$ cat src/hdl/pil_pkg.sv
// Package for the positional insert list: shared constants, status codes and result type.
// No dependencies; used by pil_ctrl, the top level and the checker.
package pil_pkg;

  // Default list capacity
  localparam int CAPACITY_DEF = 16;

  // Field widths
  localparam int VALUE_W  = 32;
  localparam int POS_W    = 5;
  localparam int STATUS_W = 2;
  localparam int LEN_W    = 5;

  // Transaction kinds (carried on in_tuser)
  localparam logic KIND_READ   = 1'b0;
  localparam logic KIND_INSERT = 1'b1;

  // Result status codes
  localparam logic [STATUS_W-1:0] ST_OK    = 2'd0;
  localparam logic [STATUS_W-1:0] ST_RANGE = 2'd1;
  localparam logic [STATUS_W-1:0] ST_FULL  = 2'd2;

  // One result between the sequencer and the output register
  typedef struct packed {
    logic [LEN_W-1:0]    list_length;
    logic [STATUS_W-1:0] status;
    logic [VALUE_W-1:0]  read_value;
  } pil_result_t;

endpackage

$ cat src/hdl/pil_ram.sv
// Generic single-clock RAM: one write port, one read port with registered read data.
// No dependencies.
module pil_ram #(
  parameter int WIDTH = 32,
  parameter int DEPTH = 16
) (
  input  logic                             clk,
  input  logic                             wr_en,
  input  logic [((DEPTH > 1) ? $clog2(DEPTH) : 1)-1:0] wr_addr,
  input  logic [WIDTH-1:0]                 wr_data,
  input  logic                             rd_en,
  input  logic [((DEPTH > 1) ? $clog2(DEPTH) : 1)-1:0] rd_addr,
  output logic [WIDTH-1:0]                 rd_data
);

  logic [WIDTH-1:0] mem [DEPTH];
  logic [WIDTH-1:0] rd_data_r;

  // Write port
  always_ff @(posedge clk) begin
    if (wr_en) begin
      mem[wr_addr] <= wr_data;
    end
  end

  // Registered read port
  always_ff @(posedge clk) begin
    if (rd_en) begin
      rd_data_r <= mem[rd_addr];
    end
  end

  assign rd_data = rd_data_r;

endmodule

$ cat src/hdl/pil_ctrl.sv
// Sequencer of the positional insert list: checks each transaction, walks the element
// RAM for reads and shifting inserts, and keeps the list length. Depends on pil_pkg.
module pil_ctrl #(
  parameter int CAPACITY = pil_pkg::CAPACITY_DEF
) (
  input  logic                              clk,
  input  logic                              rst_n,
  // incoming transaction
  input  logic                              in_valid,
  output logic                              in_ready,
  input  logic                              in_kind,
  input  logic [pil_pkg::POS_W-1:0]         in_pos,
  input  logic [pil_pkg::VALUE_W-1:0]       in_value,
  // element RAM
  output logic                              ram_rd_en,
  output logic [((CAPACITY > 1) ? $clog2(CAPACITY) : 1)-1:0] ram_rd_addr,
  input  logic [pil_pkg::VALUE_W-1:0]       ram_rd_data,
  output logic                              ram_wr_en,
  output logic [((CAPACITY > 1) ? $clog2(CAPACITY) : 1)-1:0] ram_wr_addr,
  output logic [pil_pkg::VALUE_W-1:0]       ram_wr_data,
  // finished result
  output logic                              res_valid,
  input  logic                              res_ready,
  output pil_pkg::pil_result_t              res
);

  localparam int AW = (CAPACITY > 1) ? $clog2(CAPACITY) : 1;
  localparam int CW = $clog2(CAPACITY + 1);
  localparam int LW = ((CW > pil_pkg::POS_W) ? CW : pil_pkg::POS_W) + 1;
  localparam logic [LW-1:0] CapL = LW'(CAPACITY);

  typedef enum logic [4:0] {
    S_IDLE  = 5'b00001,
    S_RDATA = 5'b00010,
    S_SHIFT = 5'b00100,
    S_PUT   = 5'b01000,
    S_DONE  = 5'b10000
  } state_t;

  state_t                       state_r, state_nxt;
  logic [CW-1:0]                count_r, count_nxt;
  logic [AW-1:0]                idx_r, idx_nxt;
  logic [AW-1:0]                pos_m1_r, pos_m1_nxt;
  logic [pil_pkg::VALUE_W-1:0]  value_r, value_nxt;
  pil_pkg::pil_result_t         res_r, res_nxt;

  logic [LW-1:0] pos_l, cnt_l, cnt_p1_l, cnt_m1_l, pos_m1_l;
  logic          pos_zero, rd_ok, ins_pos_ok, full, no_shift;

  // Position checks against the current length
  always_comb begin
    pos_l      = LW'(in_pos);
    cnt_l      = LW'(count_r);
    cnt_p1_l   = cnt_l + LW'(1);
    cnt_m1_l   = cnt_l - LW'(1);
    pos_m1_l   = pos_l - LW'(1);
    pos_zero   = (in_pos == '0);
    rd_ok      = !pos_zero && (pos_l <= cnt_l);
    ins_pos_ok = !pos_zero && (pos_l <= cnt_p1_l);
    full       = (cnt_l >= CapL);
    no_shift   = (pos_m1_l == cnt_l);
  end

  // Next-state logic and RAM access sequencing
  always_comb begin
    state_nxt   = state_r;
    count_nxt   = count_r;
    idx_nxt     = idx_r;
    pos_m1_nxt  = pos_m1_r;
    value_nxt   = value_r;
    res_nxt     = res_r;
    ram_rd_en   = 1'b0;
    ram_rd_addr = '0;
    ram_wr_en   = 1'b0;
    ram_wr_addr = idx_r;
    ram_wr_data = ram_rd_data;

    case (state_r)
      S_IDLE: begin
        if (in_valid) begin
          pos_m1_nxt          = pos_m1_l[AW-1:0];
          value_nxt           = in_value;
          res_nxt.read_value  = '0;
          res_nxt.status      = pil_pkg::ST_OK;
          res_nxt.list_length = cnt_l[pil_pkg::LEN_W-1:0];
          if (in_kind == pil_pkg::KIND_READ) begin
            if (rd_ok) begin
              ram_rd_en   = 1'b1;
              ram_rd_addr = pos_m1_l[AW-1:0];
              state_nxt   = S_RDATA;
            end else begin
              res_nxt.status = pil_pkg::ST_RANGE;
              state_nxt      = S_DONE;
            end
          end else if (!ins_pos_ok) begin
            res_nxt.status = pil_pkg::ST_RANGE;
            state_nxt      = S_DONE;
          end else if (full) begin
            res_nxt.status = pil_pkg::ST_FULL;
            state_nxt      = S_DONE;
          end else if (no_shift) begin
            state_nxt = S_PUT;
          end else begin
            // fetch the last element; it moves to index count
            ram_rd_en   = 1'b1;
            ram_rd_addr = cnt_m1_l[AW-1:0];
            idx_nxt     = cnt_l[AW-1:0];
            state_nxt   = S_SHIFT;
          end
        end
      end

      S_RDATA: begin
        res_nxt.read_value = ram_rd_data;
        state_nxt          = S_DONE;
      end

      // One element per cycle: write idx <- data of idx-1, fetch idx-2
      S_SHIFT: begin
        ram_wr_en   = 1'b1;
        ram_wr_addr = idx_r;
        ram_wr_data = ram_rd_data;
        if ((idx_r - AW'(1)) == pos_m1_r) begin
          state_nxt = S_PUT;
        end else begin
          ram_rd_en   = 1'b1;
          ram_rd_addr = idx_r - AW'(1) - AW'(1);
          idx_nxt     = idx_r - AW'(1);
        end
      end

      S_PUT: begin
        ram_wr_en           = 1'b1;
        ram_wr_addr         = pos_m1_r;
        ram_wr_data         = value_r;
        count_nxt           = cnt_p1_l[CW-1:0];
        res_nxt.list_length = cnt_p1_l[pil_pkg::LEN_W-1:0];
        state_nxt           = S_DONE;
      end

      S_DONE: begin
        if (res_ready) begin
          state_nxt = S_IDLE;
        end
      end

      default: begin
        state_nxt = S_IDLE;
      end
    endcase
  end

  // Control registers
  always_ff @(posedge clk) begin
    if (!rst_n) begin
      state_r <= S_IDLE;
      count_r <= '0;
    end else begin
      state_r <= state_nxt;
      count_r <= count_nxt;
    end
  end

  // Payload registers
  always_ff @(posedge clk) begin
    idx_r    <= idx_nxt;
    pos_m1_r <= pos_m1_nxt;
    value_r  <= value_nxt;
    res_r    <= res_nxt;
  end

  assign in_ready  = (state_r == S_IDLE);
  assign res_valid = (state_r == S_DONE);
  assign res       = res_r;

endmodule

$ cat src/hdl/positional_insert_list_top.sv
// Top level of the positional insert list: sequencer, element RAM and output register.
// Depends on pil_pkg, pil_ram and pil_ctrl.
//
// Holds an ordered list of up to CAPACITY signed 32-bit words in a single-port-write RAM.
// One transaction is worked at a time and gives exactly one result. A read passes through
// the read-data state; a transaction flagged out of range or full goes straight to the done
// state; an insert shifts the tail from position p on up by one, the RAM moving one element
// per cycle, and then writes the new value at p. From the done state the result is loaded
// into the output register. The next transaction is accepted no earlier than the edge after
// the previous result has moved into the output register, which may still be waiting on
// out_tready.
module positional_insert_list_top #(
  parameter int CAPACITY = pil_pkg::CAPACITY_DEF
) (
  input  logic        clk,
  input  logic        rst_n,
  // input transactions
  input  logic        in_tvalid,
  output logic        in_tready,
  input  logic [39:0] in_tdata,   // [4:0] position, [36:5] value, [39:37] zero
  input  logic        in_tuser,   // [0] kind: 0 read, 1 insert
  // result transactions
  output logic        out_tvalid,
  input  logic        out_tready,
  output logic [39:0] out_tdata   // [31:0] read_value, [33:32] status, [38:34] list_length,
                                  // [39] zero
);

  localparam int AW = (CAPACITY > 1) ? $clog2(CAPACITY) : 1;

  logic                        ram_rd_en, ram_wr_en;
  logic [AW-1:0]               ram_rd_addr, ram_wr_addr;
  logic [pil_pkg::VALUE_W-1:0] ram_rd_data, ram_wr_data;
  logic                        res_valid, res_ready;
  pil_pkg::pil_result_t        res;
  logic                        out_valid_r;
  pil_pkg::pil_result_t        out_res_r;

  pil_ctrl #(
    .CAPACITY (CAPACITY)
  ) u_ctrl (
    .clk         (clk),
    .rst_n       (rst_n),
    .in_valid    (in_tvalid),
    .in_ready    (in_tready),
    .in_kind     (in_tuser),
    .in_pos      (in_tdata[4:0]),
    .in_value    (in_tdata[36:5]),
    .ram_rd_en   (ram_rd_en),
    .ram_rd_addr (ram_rd_addr),
    .ram_rd_data (ram_rd_data),
    .ram_wr_en   (ram_wr_en),
    .ram_wr_addr (ram_wr_addr),
    .ram_wr_data (ram_wr_data),
    .res_valid   (res_valid),
    .res_ready   (res_ready),
    .res         (res)
  );

  pil_ram #(
    .WIDTH (pil_pkg::VALUE_W),
    .DEPTH (CAPACITY)
  ) u_ram (
    .clk     (clk),
    .wr_en   (ram_wr_en),
    .wr_addr (ram_wr_addr),
    .wr_data (ram_wr_data),
    .rd_en   (ram_rd_en),
    .rd_addr (ram_rd_addr),
    .rd_data (ram_rd_data)
  );

  // Output register: frees the sequencer while a result waits downstream
  assign res_ready = !out_valid_r || out_tready;

  always_ff @(posedge clk) begin
    if (!rst_n) begin
      out_valid_r <= 1'b0;
    end else if (res_valid && res_ready) begin
      out_valid_r <= 1'b1;
    end else if (out_tready) begin
      out_valid_r <= 1'b0;
    end
  end

  always_ff @(posedge clk) begin
    if (res_valid && res_ready) begin
      out_res_r <= res;
    end
  end

  assign out_tvalid = out_valid_r;
  assign out_tdata  = {1'b0, out_res_r.list_length, out_res_r.status, out_res_r.read_value};

endmodule

$ cat config.mk
export PLATFORM = sky130hd
export DESIGN_NAME = positional_insert_list_top
export DESIGN_NICKNAME = d
export VERILOG_FILES = /design/src/hdl/pil_pkg.sv /design/src/hdl/pil_ram.sv /design/src/hdl/pil_ctrl.sv /design/src/hdl/positional_insert_list_top.sv
export SDC_FILE = /design/constraint.sdc
export NUM_CORES = 1
export LEC_CHECK = 0
export ABC_CLOCK_PERIOD_IN_PS = 6400
export BUFFER_PORTS_ARGS = -buffer_cell sky130_fd_sc_hd__buf_2
export CORE_ASPECT_RATIO = 0.5
export CORE_MARGIN = 2
export CORE_UTILIZATION = 65
export CTS_BUF_LIST = sky130_fd_sc_hd__clkbuf_8
export DETAILED_ROUTE_END_ITERATION = 10
export PLACE_DENSITY_LB_ADDON = 0.25
export SETUP_SLACK_MARGIN = 0.1
export SLEW_MARGIN = 10
export SYNTH_ARGS = -nofsm -noshare
export SYNTH_HDL_FRONTEND = slang
export SYNTH_SLANG_ARGS = --single-unit
export TNS_END_PERCENT = 1
$ cat constraint.sdc
create_clock -name clk -period 6.4 [get_ports clk]
set_clock_uncertainty 0.1 [all_clocks]
set_input_delay 0.64 -clock clk [delete_from_list [all_inputs] [get_ports clk]]
set_output_delay 0.64 -clock clk [all_outputs]
set_load 0.05 [all_outputs]
==> flow_summary.yaml <==
synthesis:
  synth_area_um2: 27500
  synth_top_family_by_area: "compound AO/OA/AOI/OAI gates"
  synth-simple-area-share_pct: 7.24
  synth_edf_count: 662
  synth_cells: 1724
  syn_nets: 1786
  yosysWarnings: 0
  synthFlopType: "edfxtp_1"
  ys_types: 60
  synthAdderAreaFrac_pct: 0.773
  synth-seq-cells: 673
  avgSynthCellArea_um2: 16.0
  ys_seq_area_share_pct: 73.1
  synthMuxAreaShare_pct: 5.86
  async_flop_share_pct: 0
  synth_compound_area_share_pct: 9.69
  synth_xor_area_share_pct: 0.878
setup_path:
  r2r_cells: 11
  critPathArrivalTime_ps: 5150
  worstReg2RegEnd: "u_ram.rd_data[18]"
  rr_startpoint: "u_ctrl.count_r[2]"
  worst_setup_path_end_kind: "register"
  critPathMaxFanout: 126
  start_kind: "register"
  critPathCapture: "u_ram.rd_data[18]"
  rrSetupSlack_ps: 1540
  crit_start: "u_ctrl.count_r[2]"
  critical_path_class: "register to register"
  worst_ep_required_time_ps: 6680
timing:
  worst_pin_slew_ps: 1110
  hold_violations: 0
  post-route-period-util_pct: 76.0
  setup_viol: 0
  timing.final.crit_period_ps: 4860
  fin_setup_tns_ps: 0
  slew_violations: 0
  relSlewSlack_pct: 26.2
  rsz0062_at_grt: "false"
  fmax_mhz: 206
drt:
  drtAntennaViolNets: 0
  viasPerCell: 6.68
  initialDrtViolationCount: 2428
  route.detailed.drc: 0
  wl_per_cell_um: 26.7
  dr.pass1.iters: 6
  finalWirelength_um: 65700
  dr_total_vias: 16448
die:
  chipHeight_um: 149
  core_area_um2: 41800
  rows: 53
  initial_core_util_pct: 65.7
  fp.dieArea_um2: 44100
  die_w_um: 295
  io-pin-count: 87
cts:
  clk_pin_slew_ps: 60
  h-tree-depth: 3
  clockBufferDepth: 3
  clkLatencyLatePin_ps: 660
  root_buffer: "clkbuf_8"
  hold_buffers: 0
  cts_resized: 0
  cts_setup_buffers: 0
  cts_tree: "yes"
  cts_sinks: 673
  cts-buffers-inserted: 90
final_layout:
  layout-drive-gt1-share_pct: 14.5
  syn2layout_area_growth_pct: 9.70
  finalNonFillerCells: 2463
  num-fill-cells: 2586
  fin_nets: 1874
run:
  cap_violations: 0
place:
  finalWeightedCongestion: 0.813
  io_buffers: 82
  hpwl_um: 34800
  placed_cells: 2297
pwr:
  fin_total_pwr_w: 0.00867
  ir_worst_vdd_mv: 0.163
  p_leak_nw: 11.0
  power.density_nw_per_um2: 287
global_route:
  grt_pass1_wl_um: 97300
  gr-usage-all-layers_pct: 30.2
  grt.overflow.total: 0
  grt_pass1_vias: 16069
  antenna_found_initial: 1
  grt_max_degree: 193
outcome:
  outcome: "complete, no violations"
hold_path:
  min_path_type: "primary input to register"
==> metrics by stage <==
stage | area (µm²) | hold WS [ps] | util [%] | setup slack, ps
after floorplan | 27500 | 300 | - | 2760
after global placement | 28600 | 302 | 68.3 | 1710
after detailed placement | 28600 | 305 | 68.3 | 1590
after CTS | 30200 | 23.2 | 72.1 | 1630
after global routing | 30200 | 19.4 | 72.1 | 1250
final | 30200 | 60.6 | 72.1 | 1540
==> cells by family after synthesis <==
group,count (synthesis)
XOR/XNOR,26
AO/OA/AOI/OAI,338
AND/OR/NAND/NOR,360
buffers and inverters,148
other,1
flip-flops,673
multiplexers,161
adder cells (fa/ha/maj),17
==> how the worst min path moves through the flow <==
stage / cells past startpoint / startpoint / slack (ps) / endpoint
global placement: 0 / u_ctrl.res[33] / 300 / out_tdata[33]
floorplan: 0 / u_ctrl.res[0] / 300 / out_tdata[0]
CTS: 1 / in_tdata[12] / 20 / u_ctrl.value_r[7]
global route: 1 / in_tdata[15] / 20 / u_ctrl.value_r[10]
detailed placement: 0 / u_ctrl.res[12] / 300 / out_tdata[12]
finish: 1 / in_tdata[12] / 60 / u_ctrl.value_r[7]
==> critical path, cell delays in order, from the launching register on <==
cell and delay [ps]:
dfxtp_1 700, inv_1 100, ha_1 290, and3_1 160, o21ai_0 80, a32oi_1 460
o21a_4 650, buf_4 920, a21boi_0 280, o2111ai_1 260, o2111ai_1 170, or3_1 340
==> Yosys cell counts (19+ instances only) <==
| master | count | area share [%] |
|---|---|---|
| edfxtp_1 | 662 | 72 |
| o32ai_1 | 32 | 1.0 |
| clkbuf_1 | 82 | 1.1 |
| nor2_1 | 27 | 0.37 |
| o2111ai_1 | 128 | 4.1 |
| mux2i_1 | 161 | 5.9 |
| and2_1 | 38 | 0.86 |
| a21boi_0 | 100 | 2.7 |
| nand2_1 | 111 | 1.5 |
| o22ai_1 | 34 | 0.77 |
| buf_2 | 28 | 0.51 |
| or3_1 | 35 | 0.80 |
| inv_1 | 19 | 0.26 |
| xnor2_1 | 20 | 0.64 |
| and3_1 | 100 | 2.3 |
==> area by class of cell <==
class	instances	area, µm²	area share [%]
Clock buffer	94	1290	4.29
Sequential cell	673	20100	66.6
Inverter	19	71.3	0.236
Timing Repair Buffer	125	783	2.60
Tap cell	577	722	2.39
Clock inverter	69	304	1.01
Multi-Input combinational cell	903	6890	22.8
Antenna cell	3	7.51	0.0249
==> layout by cell type, fill, tap and decap left out, drive strengths merged, types with 34 or more instances in the layout <==
| master | count |
|---|---|
| a21boi | 100 |
| and3 | 100 |
| and2 | 38 |
| clkbuf | 94 |
| inv | 44 |
| mux2i | 161 |
| clkinv | 40 |
| nand2 | 111 |
| buf | 125 |
| or3 | 35 |
| o22ai | 34 |
| edfxtp | 662 |
| o2111ai | 128 |
==> metal layers <==
metal | global-route usage [%] | vias to the layer above | part of all wire [%]
li1 | - | 7081 | -
met1 | 44.7 | 8239 | 41
met2 | 45.8 | 1003 | 45
met3 | 6.76 | 125 | 12
met4 | 8.88 | 0 | 2.1
met5 | 0 | - | 0
==> sequential cells by signal, summed over array words and instances, names as in the netlist <==
| signal | flops |
|---|---|
| u_ram.mem | 512 |
| out_tdata | 39 |
| u_ctrl.res | 39 |
| u_ctrl.value_r | 32 |
| u_ram.rd_data | 32 |
| u_ctrl.count_r | 5 |
| u_ctrl.state_r | 5 |
| u_ctrl.idx_r | 4 |
| u_ctrl.pos_m1_r | 4 |
| out_tvalid | 1 |
==> report_power, final <==
group          switching (W)  internal, W
registers          0.0000406      0.00500
clock network        0.00156      0.00137
logic               0.000505     0.000196
total                0.00211      0.00656
No activity file was read; power rests on OpenSTA's default activity.
